## config.mk

```make
export PLATFORM = sky130hd
export DESIGN_NAME = encoder_settle_calibrator_core
export DESIGN_NICKNAME = d
export VERILOG_FILES = /design/src/rtl/esc_pkg.sv /design/src/rtl/esc_ctrl.sv /design/src/rtl/esc_datapath.sv /design/src/rtl/encoder_settle_calibrator_core.sv
export SDC_FILE = /design/constraint.sdc
export NUM_CORES = 1
export LEC_CHECK = 0
export ABC_AREA = 1
export BUFFER_PORTS_ARGS = -buffer_cell sky130_fd_sc_hd__buf_4
export CORE_MARGIN = 1
export CORE_UTILIZATION = 49
export CTS_CLUSTER_SIZE = 24
export DETAILED_ROUTE_END_ITERATION = 8
export PLACE_DENSITY = 0.67
export SETUP_SLACK_MARGIN = 0.05
export SKIP_LAST_GASP = 1
export SYNTH_ARGS = -nofsm -noshare
export SYNTH_HDL_FRONTEND = slang
export SYNTH_SLANG_ARGS = --single-unit
export TNS_END_PERCENT = 100
```

## constraint.sdc

```tcl
create_clock -name aclk -period 9.7 [get_ports aclk]
set_input_delay 1.94 -clock aclk [delete_from_list [all_inputs] [get_ports aclk]]
set_output_delay 1.94 -clock aclk [all_outputs]
set_load 0.01 [all_outputs]
```

## src/rtl/esc_pkg.sv

```systemverilog
// ----------------------------------------------------------------------------
// esc_pkg
// shared types and constants of the encoder settle calibrator
// ----------------------------------------------------------------------------
package esc_pkg;

    localparam int SAMPLE_W   = 32;
    localparam int DRIVE_W    = 16;
    localparam int COUNT_W    = 5;
    localparam int BAND_W     = 31;
    localparam int SUM_W      = 37;
    localparam int REM_W      = 6;
    localparam int DIVCNT_W   = 6;
    localparam int OUT_W      = 56;
    localparam int CFG_IDX_W  = 2;
    localparam int CFG_DATA_W = 31;

    localparam logic [CFG_IDX_W-1:0] CFG_DRIVE_VALUE  = 2'd0;
    localparam logic [CFG_IDX_W-1:0] CFG_WINDOW_COUNT = 2'd1;
    localparam logic [CFG_IDX_W-1:0] CFG_SETTLE_BAND  = 2'd2;

    localparam logic [DRIVE_W-1:0] DRIVE_RST = 16'd0;
    localparam logic [COUNT_W-1:0] COUNT_RST = 5'd8;
    localparam logic [BAND_W-1:0]  BAND_RST  = 31'd2;

    localparam logic OP_SAMPLE = 1'b0;
    localparam logic OP_CANCEL = 1'b1;

    typedef enum logic [5:0] {
        ST_IDLE   = 6'b000001,
        ST_SCAN   = 6'b000010,
        ST_CHECK  = 6'b000100,
        ST_DIV    = 6'b001000,
        ST_FIX    = 6'b010000,
        ST_RESULT = 6'b100000
    } state_t;

    typedef struct packed {
        logic accept;
        logic scan;
        logic check;
        logic div_step;
        logic fix;
        logic load_out;
    } cmd_t;

    typedef struct packed {
        logic need_scan;
        logic scan_done;
        logic settled;
        logic div_done;
    } status_t;

endpackage

```

## src/rtl/esc_ctrl.sv

```systemverilog
// ----------------------------------------------------------------------------
// esc_ctrl
// sequencer: accept, window scan, band check, divide, result hand-off
// ----------------------------------------------------------------------------
module esc_ctrl (
    input  logic             aclk,
    input  logic             aresetn,
    input  logic             s_tvalid,
    output logic             s_tready,
    output logic             m_tvalid,
    input  logic             m_tready,
    input  esc_pkg::status_t st,
    output esc_pkg::cmd_t    cmd
);

    esc_pkg::state_t state_reg, state_next;
    logic            m_tvalid_reg, m_tvalid_next;
    logic            slot_free;

    assign s_tready  = (state_reg == esc_pkg::ST_IDLE);
    assign m_tvalid  = m_tvalid_reg;
    assign slot_free = !m_tvalid_reg || m_tready;

    always_comb begin
        state_next    = state_reg;
        m_tvalid_next = m_tvalid_reg && !m_tready;
        cmd           = '0;
        case (state_reg)
            esc_pkg::ST_IDLE: begin
                if (s_tvalid) begin
                    cmd.accept = 1'b1;
                    state_next = st.need_scan ? esc_pkg::ST_SCAN : esc_pkg::ST_RESULT;
                end
            end
            esc_pkg::ST_SCAN: begin
                cmd.scan = 1'b1;
                if (st.scan_done) begin
                    state_next = esc_pkg::ST_CHECK;
                end
            end
            esc_pkg::ST_CHECK: begin
                cmd.check  = 1'b1;
                state_next = st.settled ? esc_pkg::ST_DIV : esc_pkg::ST_RESULT;
            end
            esc_pkg::ST_DIV: begin
                if (st.div_done) begin
                    state_next = esc_pkg::ST_FIX;
                end else begin
                    cmd.div_step = 1'b1;
                end
            end
            esc_pkg::ST_FIX: begin
                cmd.fix    = 1'b1;
                state_next = esc_pkg::ST_RESULT;
            end
            esc_pkg::ST_RESULT: begin
                if (slot_free) begin
                    cmd.load_out  = 1'b1;
                    m_tvalid_next = 1'b1;
                    state_next    = esc_pkg::ST_IDLE;
                end
            end
            default: begin
                state_next = esc_pkg::ST_IDLE;
            end
        endcase
    end

    always_ff @(posedge aclk) begin
        if (!aresetn) begin
            state_reg    <= esc_pkg::ST_IDLE;
            m_tvalid_reg <= 1'b0;
        end else begin
            state_reg    <= state_next;
            m_tvalid_reg <= m_tvalid_next;
        end
    end

endmodule

```

## src/rtl/esc_datapath.sv

```systemverilog
// ----------------------------------------------------------------------------
// esc_datapath
// config registers, sample ring memory, min/max/sum walk, serial divider
// ----------------------------------------------------------------------------
module esc_datapath #(
    parameter int WINDOW_DEPTH = 16
) (
    input  logic                              aclk,
    input  logic                              aresetn,
    input  logic                              cfg_valid,
    input  logic [esc_pkg::CFG_IDX_W-1:0]     cfg_index,
    input  logic [esc_pkg::CFG_DATA_W-1:0]    cfg_data,
    input  logic                              s_op,
    input  logic [esc_pkg::SAMPLE_W-1:0]      s_sample,
    input  esc_pkg::cmd_t                     cmd,
    output esc_pkg::status_t                  st,
    output logic [esc_pkg::OUT_W-1:0]         m_payload
);

    localparam int AW = (WINDOW_DEPTH > 1) ? $clog2(WINDOW_DEPTH) : 1;
    localparam logic [AW-1:0] LAST_ADDR = AW'(WINDOW_DEPTH - 1);
    localparam logic [esc_pkg::COUNT_W-1:0] DEPTH_CAP =
        (WINDOW_DEPTH > 31) ? 5'd31 : 5'(WINDOW_DEPTH);
    localparam logic [esc_pkg::DIVCNT_W-1:0] DIV_STEPS = 6'(esc_pkg::SUM_W);

    // configuration
    logic [esc_pkg::DRIVE_W-1:0] drive_value_reg;
    logic [esc_pkg::COUNT_W-1:0] window_count_reg;
    logic [esc_pkg::BAND_W-1:0]  settle_band_reg;

    // window memory
    logic [esc_pkg::SAMPLE_W-1:0] win_mem [WINDOW_DEPTH];
    logic [esc_pkg::SAMPLE_W-1:0] rd_data_reg;
    logic [AW-1:0]                wp_reg;
    logic [AW-1:0]                rp_reg;

    // control state
    logic [esc_pkg::COUNT_W-1:0]  fill_reg;
    logic                         done_reg;
    logic [esc_pkg::SAMPLE_W-1:0] loc_reg;
    logic                         active_reg;
    logic                         fin_reg;
    logic [esc_pkg::COUNT_W-1:0]  issue_cnt_reg;
    logic [esc_pkg::COUNT_W-1:0]  acc_cnt_reg;
    logic                         rd_vld_reg;
    logic [esc_pkg::DIVCNT_W-1:0] div_cnt_reg;

    // working registers
    logic [esc_pkg::COUNT_W-1:0]     cnt_reg;
    logic signed [esc_pkg::SAMPLE_W-1:0] lo_reg;
    logic signed [esc_pkg::SAMPLE_W-1:0] hi_reg;
    logic signed [esc_pkg::SUM_W-1:0]    sum_reg;
    logic [esc_pkg::SUM_W-1:0]       mag_reg;
    logic [esc_pkg::REM_W-1:0]       rem_reg;
    logic                            neg_reg;
    logic [esc_pkg::OUT_W-1:0]       out_reg;

    logic [esc_pkg::COUNT_W-1:0]     eff_cnt;
    logic [esc_pkg::COUNT_W:0]       fill_inc;
    logic [esc_pkg::COUNT_W-1:0]     fill_new;
    logic                            push;
    logic                            issue;
    logic signed [esc_pkg::SAMPLE_W-1:0] rd_s;
    logic signed [esc_pkg::SAMPLE_W:0]   spread;
    logic [esc_pkg::REM_W-1:0]       den;
    logic [esc_pkg::REM_W:0]         rem_sh;
    logic                            q_bit;
    logic [esc_pkg::SAMPLE_W-1:0]    quot;
    logic [esc_pkg::DRIVE_W-1:0]     drive_out;

    always_comb begin
        eff_cnt = (window_count_reg == '0) ? 5'd1 : window_count_reg;
        if (eff_cnt > DEPTH_CAP) begin
            eff_cnt = DEPTH_CAP;
        end
    end

    assign fill_inc = {1'b0, fill_reg} + 6'd1;
    assign fill_new = (fill_inc > {1'b0, eff_cnt}) ? eff_cnt : fill_inc[esc_pkg::COUNT_W-1:0];
    assign push     = cmd.accept && !done_reg && (s_op == esc_pkg::OP_SAMPLE);
    assign issue    = cmd.scan && (issue_cnt_reg != cnt_reg);
    assign rd_s     = $signed(rd_data_reg);
    assign spread   = $signed({hi_reg[esc_pkg::SAMPLE_W-1], hi_reg})
                    - $signed({lo_reg[esc_pkg::SAMPLE_W-1], lo_reg});
    assign den      = {cnt_reg, 1'b0};
    assign rem_sh   = {rem_reg, mag_reg[esc_pkg::SUM_W-1]};
    assign q_bit    = (rem_sh >= {1'b0, den});
    assign quot     = mag_reg[esc_pkg::SAMPLE_W-1:0];
    assign drive_out = active_reg ? drive_value_reg : '0;

    assign st.need_scan = !done_reg && (s_op == esc_pkg::OP_SAMPLE) && (fill_new == eff_cnt);
    assign st.scan_done = (acc_cnt_reg == cnt_reg);
    assign st.settled   = (spread < $signed({2'b00, settle_band_reg}));
    assign st.div_done  = (div_cnt_reg == '0);

    assign m_payload = out_reg;

    always_ff @(posedge aclk) begin
        if (!aresetn) begin
            drive_value_reg  <= esc_pkg::DRIVE_RST;
            window_count_reg <= esc_pkg::COUNT_RST;
            settle_band_reg  <= esc_pkg::BAND_RST;
        end else if (cfg_valid) begin
            case (cfg_index)
                esc_pkg::CFG_DRIVE_VALUE:  drive_value_reg  <= cfg_data[esc_pkg::DRIVE_W-1:0];
                esc_pkg::CFG_WINDOW_COUNT: window_count_reg <= cfg_data[esc_pkg::COUNT_W-1:0];
                esc_pkg::CFG_SETTLE_BAND:  settle_band_reg  <= cfg_data[esc_pkg::BAND_W-1:0];
                default: begin
                end
            endcase
        end
    end

    always_ff @(posedge aclk) begin
        if (push) begin
            win_mem[wp_reg] <= s_sample;
        end
        if (issue) begin
            rd_data_reg <= win_mem[rp_reg];
        end
    end

    always_ff @(posedge aclk) begin
        if (!aresetn) begin
            wp_reg        <= '0;
            fill_reg      <= '0;
            done_reg      <= 1'b0;
            loc_reg       <= '0;
            active_reg    <= 1'b0;
            fin_reg       <= 1'b0;
            issue_cnt_reg <= '0;
            acc_cnt_reg   <= '0;
            rd_vld_reg    <= 1'b0;
            div_cnt_reg   <= '0;
        end else begin
            if (cmd.accept) begin
                active_reg    <= push;
                fin_reg       <= 1'b0;
                issue_cnt_reg <= '0;
                acc_cnt_reg   <= '0;
                rd_vld_reg    <= 1'b0;
                if (!done_reg && (s_op == esc_pkg::OP_CANCEL)) begin
                    done_reg <= 1'b1;
                end
            end
            if (push) begin
                wp_reg   <= (wp_reg == LAST_ADDR) ? '0 : wp_reg + 1'b1;
                fill_reg <= fill_new;
            end
            if (cmd.scan) begin
                rd_vld_reg <= issue;
                if (issue) begin
                    issue_cnt_reg <= issue_cnt_reg + 1'b1;
                end
                if (rd_vld_reg) begin
                    acc_cnt_reg <= acc_cnt_reg + 1'b1;
                end
            end
            if (cmd.check) begin
                div_cnt_reg <= DIV_STEPS;
            end
            if (cmd.div_step) begin
                div_cnt_reg <= div_cnt_reg - 1'b1;
            end
            if (cmd.fix) begin
                loc_reg  <= neg_reg ? (~quot + 1'b1) : quot;
                done_reg <= 1'b1;
                fin_reg  <= 1'b1;
            end
        end
    end

    always_ff @(posedge aclk) begin
        if (cmd.accept) begin
            cnt_reg <= eff_cnt;
            rp_reg  <= wp_reg;
        end
        if (issue) begin
            rp_reg <= (rp_reg == '0) ? LAST_ADDR : rp_reg - 1'b1;
        end
        if (cmd.scan && rd_vld_reg) begin
            if (acc_cnt_reg == '0) begin
                lo_reg  <= rd_s;
                hi_reg  <= rd_s;
                sum_reg <= {{(esc_pkg::SUM_W-esc_pkg::SAMPLE_W){rd_s[esc_pkg::SAMPLE_W-1]}}, rd_s};
            end else begin
                if (rd_s < lo_reg) begin
                    lo_reg <= rd_s;
                end
                if (rd_s > hi_reg) begin
                    hi_reg <= rd_s;
                end
                sum_reg <= sum_reg
                         + {{(esc_pkg::SUM_W-esc_pkg::SAMPLE_W){rd_s[esc_pkg::SAMPLE_W-1]}}, rd_s};
            end
        end
        // magnitude of 2*sum+1; for negative sums it is {~sum, 1}
        if (cmd.check) begin
            neg_reg <= sum_reg[esc_pkg::SUM_W-1];
            mag_reg <= {(sum_reg[esc_pkg::SUM_W-1] ? ~sum_reg[esc_pkg::SUM_W-2:0]
                                                   : sum_reg[esc_pkg::SUM_W-2:0]), 1'b1};
            rem_reg <= '0;
        end
        if (cmd.div_step) begin
            mag_reg <= {mag_reg[esc_pkg::SUM_W-2:0], q_bit};
            rem_reg <= q_bit ? 6'(rem_sh - {1'b0, den}) : rem_sh[esc_pkg::REM_W-1:0];
        end
        if (cmd.load_out) begin
            out_reg <= {5'b00000, loc_reg, fin_reg, done_reg, drive_out, active_reg};
        end
    end

endmodule

```

## src/rtl/encoder_settle_calibrator_core.sv

```systemverilog
// ----------------------------------------------------------------------------
// encoder_settle_calibrator_core
// watches encoder samples while driving a motor and latches the settled spot
// ----------------------------------------------------------------------------
// s_ channel: one beat per step, s_tuser = op (0 sample, 1 cancel),
// s_tdata = encoder sample in ticks. cfg_ channel writes drive_value (0),
// window_count (1) and settle_band (2); cfg_ready is always high.
// m_ channel: exactly one result beat for each accepted input beat.
// Items are worked one at a time. A beat that leaves the window short of full,
// a cancel, or any beat after done skips the window scan and goes straight
// to the result hand-off.
// A sample that fills the window walks the ring memory one entry per cycle
// through its single registered read port, and when the band test passes a
// 37-step restoring divider follows before the result is loaded.
// The result sits in an output register; the next beat is accepted while it
// waits, but that item's result is held back until m_tready takes the first.
// Reset (aresetn low, synchronous) restores the register defaults, empties
// the window and clears done and location. Window contents need no clearing.
// ----------------------------------------------------------------------------
module encoder_settle_calibrator_core #(
    parameter int WINDOW_DEPTH = 16
) (
    input  logic                           aclk,
    input  logic                           aresetn,
    input  logic                           s_tvalid,
    output logic                           s_tready,
    input  logic [31:0]                    s_tdata,   // encoder_sample[31:0]
    input  logic                           s_tuser,   // op[0]
    output logic                           m_tvalid,
    input  logic                           m_tready,
    // drive_active[0], drive_command[16:1], done_res[17], finished_now[18],
    // location[50:19], zero[55:51]
    output logic [esc_pkg::OUT_W-1:0]      m_tdata,
    input  logic                           cfg_valid,
    output logic                           cfg_ready,
    input  logic [esc_pkg::CFG_IDX_W-1:0]  cfg_index,
    input  logic [esc_pkg::CFG_DATA_W-1:0] cfg_data
);

    esc_pkg::cmd_t    cmd;
    esc_pkg::status_t st;

    assign cfg_ready = 1'b1;

    esc_ctrl u_ctrl (
        .aclk     (aclk),
        .aresetn  (aresetn),
        .s_tvalid (s_tvalid),
        .s_tready (s_tready),
        .m_tvalid (m_tvalid),
        .m_tready (m_tready),
        .st       (st),
        .cmd      (cmd)
    );

    esc_datapath #(
        .WINDOW_DEPTH (WINDOW_DEPTH)
    ) u_dp (
        .aclk      (aclk),
        .aresetn   (aresetn),
        .cfg_valid (cfg_valid),
        .cfg_index (cfg_index),
        .cfg_data  (cfg_data),
        .s_op      (s_tuser),
        .s_sample  (s_tdata),
        .cmd       (cmd),
        .st        (st),
        .m_payload (m_tdata)
    );

endmodule

```

==> impl_metrics.csv <==
group,metric,value,unit
die,io_pins,130,
sta,slew_headroom,19.3,%
critical_path,slowest_delay,0.41,ns
final_layout,regArea,24900,um^2
critical_path,worst-path-max-fanout,5,
sta,min_period_over_period,39.1,%
clock_network,cts-resized-gates,0,
critical_path,critPathKind,"flip-flop to output pin",
critical_path,crit_arrival,1.85,ns
synth,seq_area_frac_synth,61.3,%
clock_network,numClockSinks,869,
die,fp-row-count,105,
power,finalPower,0.00846,W
placed_design,place_inst,4842,
die,initial_core_util,49.5,%
critical_path,critical_path.cell_chain,"nor2_1, inv_2, nor4_4, buf_4",
min_path,whs_endpoint,"u_dp.m_payload[46]",
detailed_routing,wl,97300,um
synth,ys_warn_count,0,
final_layout,num-fill-cells,6957,
critical_path,crit_slowest_cell,"nor4_4",
final_layout,layout_common_cells,"edfxtp_1 (749), nand2_1 (473), o21ai_0 (462), nor2_1 (454), inv_1 (343)",
clock_network,clk_pin_slew,0.06,ns
detailed_routing,vias_per_cell,5.60,
synth,synthCells,3774,
placed_design,portBuffers,123,
power,cellPowerDensity,186,nW/um^2
sta,fmax,0.264,GHz
grt,grt_pass1_vias,26982,
grt,grt_usage,23.0,%
clock_network,htreeDepth,3,
critical_path,rr_startpoint,"u_dp.hi_reg[0]",
flow_run,max_cap_violations,0,
power,vdd_drop_max,0.000177,V
synth,netlist_area,40600,um^2
sta,skew,0.0344,ns
grt,antenna_found_initial,4,
final_layout,area_delta_synth_final,12.2,%
grt,grt_max_degree,206,
die,fp.dieH,290,um
min_path,worstHoldStart,"u_dp.loc_reg[27]",
final_layout,multi_input_area,13800,um^2
detailed_routing,num_vias,28030,
final_layout,final_common_cell,"edfxtp_1",
synth,synth_edf_count,749,
clock_network,numCtsBuffers,90,
final_layout,fin_nets,4121,
detailed_routing,wl_per_cell,19.4,um
placed_design,dp_hpwl,62600,um
detailed_routing,antenna_left,0,
synth,synth_area_per_cell,10.8,um^2
critical_path,crit_buf_inv,2,
sta,rsz0062_at_grt,"false",
power,p_leak,17.1,nW
critical_path,regToRegEndpoint,"u_ctrl.state_reg[5]",
critical_path,critical_path.top_delay_family,"simple AND/OR/NAND/NOR gates",
sta,tightest_slew,1.21,ns
synth,synthDistinctLibCells,63,
sta,finalHoldViolations,0,
placed_design,gp_congestion,0.956,
clock_network,cts_buffer_depth,3,
sta,tns,0,ns
die,die-width,290,um
final_layout,largest_reg_flops,512,
sta,post-route-min-period,3.79,ns
synth,synthArstFlopShare,0,%
final_layout,top_register,"u_dp.win_mem",
detailed_routing,drc,0,
synth,synth_ff_type,"edfxtp_1",
critical_path,r2r_setup_slack,6.03,ns
clock_network,cts_tree,"yes",
clock_network,cts_root_buf,"clkbuf_16",
run_status,status,"finished, final reports clean",
final_layout,design_area,45600,um^2
sta,hold_slack,0.429,ns
clock_network,cts_hold_buf,0,
placed_design,place_area,42600,um^2
clock_network,clock_latency,0.66,ns
synth,synth_seq_cells,869,
critical_path,r2r_cells,28,
clock_network,post_cts_buffers,0,
sta,slew_violations,0,
grt,grt.overflow.total,0,
detailed_routing,drtIter0Drc,2427,
min_path,min-delay-path-class,"flip-flop to flip-flop",
min_path,worstHoldPathCells,0,
critical_path,worst_setup_path_start_kind,"flip-flop",
final_layout,final_layout_size_suffix_gt1_share,9.43,%
sta,setup_viol,0,
detailed_routing,firstDrtPassIters,6,
critical_path,crit_required,7.76,ns
die,core_area,82000,um^2
grt,grt_pass1_wl,152000,um
die,die_area,84000,um^2
critical_path,endpoint_kind,"output pin",
final_layout,stdcell_count,5007,
==> worst max path at each step <==
stage                        start                   to  slack [ns]  depth (start not counted)
6_report       u_ctrl.state_reg[2]             s_tready        5.91                          4
5_1_grt             u_dp.hi_reg[0]  u_ctrl.state_reg[3]        5.60                         27
4_1_cts        u_ctrl.state_reg[2]             s_tready        5.87                          4
3_5_place_dp              s_tvalid  u_dp.win_mem[4][31]        5.44                          7
3_3_place_gp              s_tvalid  u_dp.win_mem[5][15]        5.51                          7
2_1_floorplan             m_tready    u_dp.m_payload[0]        4.73                          2
==> cell type report <==
type                    count  share of cell area (%)
diodes                      1                 0.00549
flip-flops and latches    869                    54.6
well taps                1070                    2.94
clock buffers             114                    5.35
multi-input cells        2392                    30.3
repair buffers            160                    2.66
inverters                 351                    2.91
clock inverters            50                    1.14
==> power breakdown <==
group          switching (W)  internal [W]
sequential         0.0000339       0.00413
clock                0.00147       0.00196
combinational       0.000619      0.000255
==> Yosys cell counts (39+ instances only) <==
master    number  area share (%)
edfxtp_1     749              55
nand2_1      473             4.4
nor2_1       471             4.4
o21ai_0      462             5.7
inv_1        344             3.2
a21oi_1      203             2.5
ha_1         183             5.6
clkbuf_1     124             1.1
dfxtp_1      120             5.9
o221ai_1     114             2.5
nand3_1       99             1.2
xor2_1        76             1.6
xnor2_1       47             1.0
o211ai_1      39            0.72
==> routing by layer <==
| layer | up-vias | track usage (%) | part of all wire (%) |
|---|---|---|---|
| li1 | 13607 | - | - |
| met5 | - | 0 | 0.026 |
| met4 | 4 | 7.89 | 3.2 |
| met1 | 13317 | 31.7 | 44 |
| met3 | 180 | 3.68 | 6.2 |
| met2 | 922 | 37.0 | 46 |
==> worst register-to-register path: cells and delay by family (launching register included) <==
| family | cells | cell delay [ns] |
|---|---|---|
| adders and majority gates | 3 | 0.91 |
| and+or+nand+nor | 16 | 1.19 |
| AOI/OAI and AO/OA | 5 | 0.73 |
| buffers and inverters | 3 | 0.17 |
| DFF | 1 | 0.36 |
| xor gates and xnor gates | 1 | 0.20 |
==> logic make-up after synthesis <==
| family | after synthesis | share of synthesized area, % |
|---|---|---|
| buf+inv | 517 | 5.01 |
| other cells | 2 | 0.0185 |
| xor+xnor | 123 | 2.65 |
| compound gates | 936 | 13.4 |
| simple gates | 1141 | 11.8 |
| fa+ha+maj | 186 | 5.79 |
| flops | 869 | 61.3 |
==> metrics by stage <==
step,util [%],worst slack [ns]
global placement,52.0,5.51
CTS,55.6,5.87
detailed placement,52.0,5.44
finish,55.6,5.91
global route,55.6,5.60
floorplan,-,4.73
Power figures use the tool's default switching activity.
